==> src/hdl/crlf_line_setting_parser_defines.svh <==
// Assertion macros for the CR/LF line setting parser.
`ifndef CRLF_LINE_SETTING_PARSER_DEFINES_SVH
`define CRLF_LINE_SETTING_PARSER_DEFINES_SVH

// Same-cycle implication, checked on i_clk, off while reset is low.
`define CLSP_ASSERT_IMP(label, ante, cons, msg) \
    label: assert property (@(posedge i_clk) disable iff (!i_rst_n) (ante) |-> (cons)) \
        else $error(msg);

// Next-cycle implication, checked on i_clk, off while reset is low.
`define CLSP_ASSERT_NXT(label, ante, cons, msg) \
    label: assert property (@(posedge i_clk) disable iff (!i_rst_n) (ante) |=> (cons)) \
        else $error(msg);

`endif

==> src/hdl/clsp_pkg.sv <==
// Constants shared by the CR/LF line setting parser.
`timescale 1ns / 1ps
package clsp_pkg;

    localparam int TGT_W = 3;
    localparam int VAL_W = 17;

    // Tail window: enough bytes back from the line end to hold NN=iii.ff
    localparam int WIN   = 9;
    localparam int WK_W  = 4;

    localparam logic [7:0] BYTE_CR = 8'h0d;
    localparam logic [7:0] BYTE_LF = 8'h0a;
    localparam logic [7:0] CH_DOT  = 8'h2e;
    localparam logic [7:0] CH_EQ   = 8'h3d;
    localparam logic [7:0] CH_0    = 8'h30;
    localparam logic [7:0] CH_9    = 8'h39;
    localparam logic [7:0] CH_K    = 8'h4b;
    localparam logic [7:0] CH_P    = 8'h50;
    localparam logic [7:0] CH_I    = 8'h49;
    localparam logic [7:0] CH_D    = 8'h44;
    localparam logic [7:0] CH_S    = 8'h53;
    localparam logic [7:0] CH_V    = 8'h56;
    localparam logic [7:0] CH_G    = 8'h47;
    localparam logic [7:0] CH_L    = 8'h4c;

    localparam logic [TGT_W-1:0] TGT_KP        = 3'd0;
    localparam logic [TGT_W-1:0] TGT_KI        = 3'd1;
    localparam logic [TGT_W-1:0] TGT_KD        = 3'd2;
    localparam logic [TGT_W-1:0] TGT_SV        = 3'd3;
    localparam logic [TGT_W-1:0] TGT_GL        = 3'd4;
    localparam logic [TGT_W-1:0] TGT_UNKNOWN   = 3'd5;
    localparam logic [TGT_W-1:0] TGT_MALFORMED = 3'd6;

endpackage

==> src/hdl/crlf_line_setting_parser.sv <==
// CR/LF line setting parser: line buffer memory, tail read-back and NN=iii.ff decode.
//
//  channel | direction | handshake                  | payload
//  rx      | in        | i_rx_valid / o_rx_stall    | i_rx_byte
//  res     | out       | o_res_valid / i_res_stall  | o_target, o_value_hundredths
//
// Any byte other than an LF after CR is taken without stalling the input.
// An LF after CR stalls the input through ST_READ, ST_EVAL and ST_DONE, in which the last
// min(n, 9) bytes of an n-byte line are read back, decoded and loaded into the result register.
// The tail is read back one byte a cycle, then decoded in two steps.
// Reset (synchronous, active low) clears the fill count, the CR flag and the result slot.
// The parse waits in its last step while the result register is full and stalled.
`timescale 1ns / 1ps
`include "crlf_line_setting_parser_defines.svh"
module crlf_line_setting_parser #(
    parameter int LINE_MAX = 256
) (
    input  logic                        i_clk,
    input  logic                        i_rst_n,
    input  logic                        i_rx_valid,
    output logic                        o_rx_stall,
    input  logic [7:0]                  i_rx_byte,
    output logic                        o_res_valid,
    input  logic                        i_res_stall,
    output logic [clsp_pkg::TGT_W-1:0]  o_target,
    output logic [clsp_pkg::VAL_W-1:0]  o_value_hundredths
);
    import clsp_pkg::*;

    localparam int FW = $clog2(LINE_MAX);

    typedef enum logic [3:0] {
        ST_IDLE = 4'b0001,
        ST_READ = 4'b0010,
        ST_EVAL = 4'b0100,
        ST_DONE = 4'b1000
    } t_state;

    t_state            r_state, n_state;
    logic [FW-1:0]     r_fill, n_fill;
    logic              r_seen_cr, n_seen_cr;
    logic [WK_W-1:0]   r_m, n_m;
    logic [WK_W-1:0]   r_rd_k, n_rd_k;
    logic              r_cap_en;
    logic [WK_W-1:0]   r_cap_k;
    logic [7:0]        r_rd_data;
    logic [7:0]        r_win [WIN];
    logic [7:0]        r_line_buf [LINE_MAX];

    logic              r_bad;
    logic [TGT_W-1:0]  r_tgt;
    logic [9:0]        r_ip;
    logic [6:0]        r_fp;

    logic              r_res_valid;
    logic [TGT_W-1:0]  r_res_tgt;
    logic [VAL_W-1:0]  r_res_val;

    logic              rx_acc;
    logic              wr_en;
    logic              lf_go;
    logic              out_free;
    logic              rd_issue;
    logic [FW-1:0]     rd_addr;

    assign o_rx_stall = (r_state != ST_IDLE);
    assign rx_acc     = i_rx_valid && !o_rx_stall;
    assign wr_en      = rx_acc && !r_seen_cr && (i_rx_byte != BYTE_CR);
    assign lf_go      = rx_acc && r_seen_cr && (i_rx_byte == BYTE_LF);
    assign out_free   = !r_res_valid || !i_res_stall;
    assign rd_issue   = (r_state == ST_READ) && (r_rd_k != r_m);
    assign rd_addr    = r_fill - FW'(1) - FW'(r_rd_k);

    // Control next state
    always_comb begin
        n_state   = r_state;
        n_fill    = r_fill;
        n_seen_cr = r_seen_cr;
        n_m       = r_m;
        n_rd_k    = r_rd_k;
        case (r_state)
            ST_IDLE: begin
                if (rx_acc) begin
                    if (r_seen_cr) begin
                        n_seen_cr = 1'b0;
                        if (i_rx_byte == BYTE_LF) begin
                            n_state = ST_READ;
                            n_rd_k  = '0;
                            n_m     = (32'(r_fill) < WIN) ? WK_W'(r_fill) : WK_W'(WIN);
                        end else begin
                            n_fill = '0;
                        end
                    end else if (i_rx_byte == BYTE_CR) begin
                        n_seen_cr = 1'b1;
                    end else begin
                        // drop the line when it would reach the buffer size
                        n_fill = (r_fill == FW'(LINE_MAX - 1)) ? '0 : r_fill + 1'b1;
                    end
                end
            end
            ST_READ: begin
                if (r_rd_k == r_m) begin
                    n_state = ST_EVAL;
                    n_fill  = '0;
                end else begin
                    n_rd_k = r_rd_k + 1'b1;
                end
            end
            ST_EVAL: begin
                n_state = ST_DONE;
            end
            ST_DONE: begin
                if (out_free) begin
                    n_state = ST_IDLE;
                end
            end
            default: begin
                n_state = ST_IDLE;
            end
        endcase
    end

    always_ff @(posedge i_clk) begin
        if (!i_rst_n) begin
            r_state   <= ST_IDLE;
            r_fill    <= '0;
            r_seen_cr <= 1'b0;
            r_m       <= '0;
            r_rd_k    <= '0;
            r_cap_en  <= 1'b0;
        end else begin
            r_state   <= n_state;
            r_fill    <= n_fill;
            r_seen_cr <= n_seen_cr;
            r_m       <= n_m;
            r_rd_k    <= n_rd_k;
            r_cap_en  <= rd_issue;
        end
    end

    // Line buffer: written while idle and read every cycle; the read data is kept only during ST_READ
    always_ff @(posedge i_clk) begin
        if (wr_en) begin
            r_line_buf[r_fill] <= i_rx_byte;
        end
    end

    always_ff @(posedge i_clk) begin
        r_rd_data <= r_line_buf[rd_addr];
        r_cap_k   <= r_rd_k;
    end

    // Tail window, entry k holds the byte k places before the line end
    always_ff @(posedge i_clk) begin
        if (r_cap_en) begin
            r_win[r_cap_k] <= r_rd_data;
        end
    end

    // Decode of the tail window
    logic [WIN-1:0]   wv, is_dig, is_dot, is_eq;
    logic [3:0]       dig [WIN];
    logic             bad, found;
    logic [1:0]       dk;
    logic [2:0]       eqo;
    logic [WK_W-1:0]  j, p1, p2, p3;
    logic [7:0]       c_first, c_second;
    logic [9:0]       ip;
    logic [6:0]       fp;
    logic [TGT_W-1:0] tgt;

    always_comb begin
        for (int k = 0; k < WIN; k++) begin
            wv[k]     = WK_W'(k) < r_m;
            is_dig[k] = wv[k] && (r_win[k] >= CH_0) && (r_win[k] <= CH_9);
            is_dot[k] = wv[k] && (r_win[k] == CH_DOT);
            is_eq[k]  = wv[k] && (r_win[k] == CH_EQ);
            dig[k]    = r_win[k][3:0];
        end

        // last dot must leave one or two fraction digits
        bad = 1'b0;
        dk  = 2'd0;
        if (is_dot[0]) begin
            bad = 1'b1;
        end else if (is_dot[1]) begin
            dk = 2'd1;
        end else if (is_dot[2]) begin
            dk = 2'd2;
        end else begin
            bad = 1'b1;
        end

        // nearest '=' before the dot, within reach of three integer digits
        found = 1'b0;
        eqo   = 3'd0;
        for (int o = 1; o <= 4; o++) begin
            if (!found && is_eq[WK_W'(dk) + WK_W'(o)]) begin
                found = 1'b1;
                eqo   = 3'(o);
            end
        end
        if (!found || (eqo == 3'd1)) begin
            bad = 1'b1;
        end

        j  = WK_W'(dk) + WK_W'(eqo);
        p1 = WK_W'(dk) + WK_W'(1);
        p2 = WK_W'(dk) + WK_W'(2);
        p3 = WK_W'(dk) + WK_W'(3);

        // two name characters must precede '='
        if (!wv[j + WK_W'(2)]) begin
            bad = 1'b1;
        end
        for (int k = 0; k < WIN; k++) begin
            if ((WK_W'(k) < j) && (WK_W'(k) != WK_W'(dk)) && !is_dig[k]) begin
                bad = 1'b1;
            end
        end

        ip = 10'(dig[p1])
           + ((eqo >= 3'd3) ? 10'(dig[p2]) * 10'd10 : 10'd0)
           + ((eqo == 3'd4) ? 10'(dig[p3]) * 10'd100 : 10'd0);
        fp = (dk == 2'd2) ? 7'(dig[1]) * 7'd10 + 7'(dig[0]) : 7'(dig[0]) * 7'd10;

        c_second = r_win[j + WK_W'(1)];
        c_first  = r_win[j + WK_W'(2)];
        if (c_first == CH_K && c_second == CH_P) begin
            tgt = TGT_KP;
        end else if (c_first == CH_K && c_second == CH_I) begin
            tgt = TGT_KI;
        end else if (c_first == CH_K && c_second == CH_D) begin
            tgt = TGT_KD;
        end else if (c_first == CH_S && c_second == CH_V) begin
            tgt = TGT_SV;
        end else if (c_first == CH_G && c_second == CH_L) begin
            tgt = TGT_GL;
        end else begin
            tgt = TGT_UNKNOWN;
        end
    end

    always_ff @(posedge i_clk) begin
        if (r_state == ST_EVAL) begin
            r_bad <= bad;
            r_tgt <= tgt;
            r_ip  <= ip;
            r_fp  <= fp;
        end
    end

    // Result register
    always_ff @(posedge i_clk) begin
        if (!i_rst_n) begin
            r_res_valid <= 1'b0;
        end else if ((r_state == ST_DONE) && out_free) begin
            r_res_valid <= 1'b1;
        end else if (r_res_valid && !i_res_stall) begin
            r_res_valid <= 1'b0;
        end
    end

    always_ff @(posedge i_clk) begin
        if ((r_state == ST_DONE) && out_free) begin
            r_res_tgt <= r_bad ? TGT_MALFORMED : r_tgt;
            r_res_val <= r_bad ? '0 : VAL_W'(r_ip) * VAL_W'(100) + VAL_W'(r_fp);
        end
    end

    assign o_res_valid        = r_res_valid;
    assign o_target           = r_res_tgt;
    assign o_value_hundredths = r_res_val;

    `CLSP_ASSERT_IMP(a_res_from_done, $rose(o_res_valid), $past(r_state) == ST_DONE, "stray result")
    `CLSP_ASSERT_IMP(a_mal_zero, o_target == TGT_MALFORMED, o_value_hundredths == '0, "nonzero")
    `CLSP_ASSERT_IMP(a_fill_bound, 1'b1, 32'(r_fill) < LINE_MAX, "fill count out of range")
    `CLSP_ASSERT_NXT(a_lf_starts_read, lf_go, (r_state == ST_READ) && (r_rd_k == '0), "no read")

endmodule

==> config.mk <==
export PLATFORM = sky130hd
export DESIGN_NAME = crlf_line_setting_parser
export DESIGN_NICKNAME = d
export VERILOG_FILES = /design/src/hdl/clsp_pkg.sv /design/src/hdl/crlf_line_setting_parser.sv
export VERILOG_INCLUDE_DIRS = /design/src /design/src/hdl
export SDC_FILE = /design/constraint.sdc
export NUM_CORES = 2
export LEC_CHECK = 0
export BUFFER_PORTS_ARGS = -buffer_cell sky130_fd_sc_hd__buf_2
export CORE_ASPECT_RATIO = 1.1
export CORE_MARGIN = 8
export CORE_UTILIZATION = 35
export DETAILED_ROUTE_END_ITERATION = 8
export SETUP_SLACK_MARGIN = 0.1
export SYNTH_ARGS = -nofsm -noshare
export SYNTH_HDL_FRONTEND = slang
export SYNTH_SLANG_ARGS = --single-unit
==> constraint.sdc <==
create_clock -name i_clk -period 13.88 [get_ports i_clk]
set_input_delay 1.388 -clock i_clk [delete_from_list [all_inputs] [get_ports i_clk]]
set_output_delay 1.388 -clock i_clk [all_outputs]
set_load 0.01 [all_outputs]
==> results.py <==
metrics = {
    "run_status": {
        "status": "finished clean",
    },
    "power": {
        "p_leak_nw": 31.86,
        "p_switching_mw": 3.526,
        "peakVddDrop_v": 0.0001406,
        "p_int_mw": 11.57,
        "p_total_mw": 15.09,
        "clock_power_share_pct": 39.4,
        "power_frac_comb_pct": 10.1,
        "netSwitchingFraction_pct": 23.36,
        "powerDensity_nw_per_um2": 146.2,
        "p_seq_share_pct": 50.5,
    },
    "logic_synthesis": {
        "synth_edf_count": 2217,
        "ys_warn_count": 0,
        "synth_cells": 4295,
        "synth_fp_nets": 4415,
        "async_reset_ff_share_pct": 0,
        "synth_top_cell_by_area": "edfxtp_1",
        "synth-main-ff-cell": "edfxtp_1",
        "ys_types": 83,
        "yosys-top-cells-area": "edfxtp_1 73%, mux4_2 18%, nor2_1 1.4%, ha_1 1.3%, dfxtp_1 0.77%",
        "synth_top_area_share_pct": 72.82,
        "yosys-top-cells-count": "2217 x edfxtp_1, 721 x mux4_2, 350 x nor2_1",
        "seq_area_frac_synth_pct": 73.58,
        "ys_ff_latch": 2252,
        "syn_area_um2": 91430,
        "synth_area_per_cell_um2": 21.29,
        "synth.most_common_cell": "edfxtp_1",
    },
    "drt": {
        "drt-wirelength-per-cell_um": 27.13,
        "drtIter0Drc": 4203,
        "ant_nets": 0,
        "drc": 0,
        "vias_per_cell": 5.317,
        "drt_wl_total_um": 219100,
        "num_vias": 42943,
        "dr.pass1.iters": 5,
    },
    "critical_path": {
        "required_ns": 14.46,
        "crit_slowest_cell": "dfxtp_1",
        "worstReg2RegStart": "r_m[3]",
        "arrival_ns": 9.33,
        "reg2reg_depth": 27,
        "crit_path_max_fanout": 29,
        "path_buf_inv": 6,
        "crit_type": "flop to flop",
        "r2r_slack_ns": 5.13,
        "crit_path_frequent_cell": "inv_1",
        "slowest_delay_ns": 0.80,
        "critPathCaptureType": "flop",
        "cp-endpoint": "r_tgt[2]",
        "worstSetupStartpointType": "flop",
        "r2r-end": "r_tgt[2]",
        "worstSetupStartpoint": "r_m[3]",
        "crit_cells": 27,
        "crit_family": "simple AND/OR/NAND/NOR gates",
    },
    "sta": {
        "drv_slew": 0,
        "hold_violations": 0,
        "timing.final.crit_share_pct": 63.06,
        "tns_ns": 0,
        "min_period_ns": 8.753,
        "rsz0062_at_grt": "false",
        "worst_slew_pin_slew_ns": 1.215,
        "fmax_mhz": 114.2,
        "fin_worst_skew_ns": 0.07968,
        "relSlewSlack_pct": 19.02,
        "setup_viol_count_final": 0,
    },
    "clock_network": {
        "htreeDepth": 4,
        "cts_resized": 0,
        "cts_tree": "yes",
        "clk_latency_ns": 0.89,
        "clockRootBuffer": "clkbuf_16",
        "cts_hold_buf": 0,
        "clk_pin_slew_ns": 0.06,
        "postCtsSetupBuffers": 0,
        "clock-sinks": 2252,
        "clock_path_buffers": 3,
        "numCtsBuffers": 218,
    },
    "grt": {
        "grt_start_max_net_pins": 139,
        "overflow": 0,
        "grt.total_usage_pct": 15.45,
        "antenna_found_initial": 12,
        "grt_pass1_vias": 44420,
        "grt_pass1_wl_um": 318600,
    },
    "placement": {
        "port_buffers": 33,
        "dp.final_hpwl_um": 134300,
        "gp_congestion": 0.8253,
    },
    "cells_and_area": {
        "num-nets-final": 4525,
        "drive_gt1_share_pct": 26.39,
        "area_growth_pct": 12.89,
    },
    "die": {
        "die_y_um": 552.0,
        "rows": 197,
        "ioPinCount": 34,
        "design.die.area_um2": 277800,
        "die_width_um": 503.3,
        "core_region_area_um2": 260800,
        "initial_core_util_pct": 35.06,
    },
    "min_path": {
        "min_path_cells": 0,
        "hold_class": "flop to flop",
    },
    "flow_run": {
        "drv_cap": 0,
    },
}
area by class of cell:
type / count / area [µm²]
well taps: 3482 / 4357
diodes: 2 / 5.005
repair buffers: 110 / 873.3
flip-flops and latches: 2252 / 67270
clock buffers: 272 / 5679
inverters: 81 / 304.0
fillers: 23101 / 157600
clock inverters: 136 / 1549
multi-input cells: 1742 / 23170
metal layers:
metal / vias to the layer above / wire, µm / global-route usage (%)
li1: 18121 / - / -
met1: 23182 / 89650 / 20.45
met4: 2 / 6400 / 4.476
met5: - / 13 / 0
met2: 1327 / 110700 / 26.36
met3: 311 / 12360 / 2.550
registers in the layout, summed over array words and instances, names as in the netlist, 7 cells and up:
name / flops
r_fill: 8
r_win: 128
r_ip: 10
r_fp: 7
r_rd_data: 8
r_line_buf: 2048
o_value_hundredths: 17
stage by stage:
stage	util (%)	hold WS, ns	instance area, µm²	instances	setup WS [ns]
6_report	39.58	0.4072	103200	8077	5.127
4_1_cts	39.58	0.4061	103200	8075	5.219
3_5_place_dp	36.81	0.3978	95980	7667	5.237
5_1_grt	39.58	0.4172	103200	8076	4.575
2_1_floorplan	-	0.3784	91430	4295	6.872
3_3_place_gp	36.81	0.4030	95980	7667	5.142
worst min-delay path by stage:
stage                          from    endpoint  slack, ns
after global routing      r_rd_k[0]  r_cap_k[0]       0.42
after floorplan           r_rd_k[0]  r_cap_k[0]       0.38
final                     r_rd_k[0]  r_cap_k[0]       0.41
after global placement    r_rd_k[0]  r_cap_k[0]       0.40
after CTS                 r_rd_k[0]  r_cap_k[0]       0.41
after detailed placement  r_rd_k[0]  r_cap_k[0]       0.40
power groups by stage:
| stage | Sequential (mW) | Clock (mW) | Combinational [mW] |
|---|---|---|---|
| floorplan | 7.71 | 0 | 0.938 |
| detailed placement | 7.77 | 0 | 1.56 |
| global route | 7.62 | 6.30 | 1.59 |
| finish | 7.62 | 5.94 | 1.53 |
| CTS | 7.62 | 6.06 | 1.56 |
| global placement | 7.77 | 0 | 1.55 |
layout by cell type (no fill, tap or decap), drive strengths merged, types with 5 or more instances in the layout:
cell type and count:
and3 7, nand4b 14, a21oi 54, a211oi 12, bufinv 23, inv 88, nor4b 7, nand2b 16
clkbuf 272, o21a 6, nor4 9, a31oi 9, ha 92, nand4 9, o21bai 9, edfxtp 2217
mux2 7, nand3b 5, o21ai 36, clkinvlp 6, dfxtp 35, or3b 7, and2 9, xnor2 35
nor2 351, nand3 40, fa 16, a21o 10, nor2b 32, buf 110, nor3 22, nand2 65
clkinv 100, or4 6, mux4 721, nor3b 11, mux2i 39, xor2 23
cells by family (layout without fill, tap and decap cells):
family / Yosys count / after routing / share of synthesized area, %
xor+xnor: 58 / 58 / 0.5720
simple gates: 630 / 630 / 3.350
fa+ha+maj: 109 / 109 / 1.620
compound gates: 178 / 178 / 1.311
other cells: 0 / 2 / 0
flops: 2252 / 2252 / 73.58
mux: 767 / 767 / 18.29
buf+inv: 301 / 599 / 1.275
(Power assumes the default switching activity.)
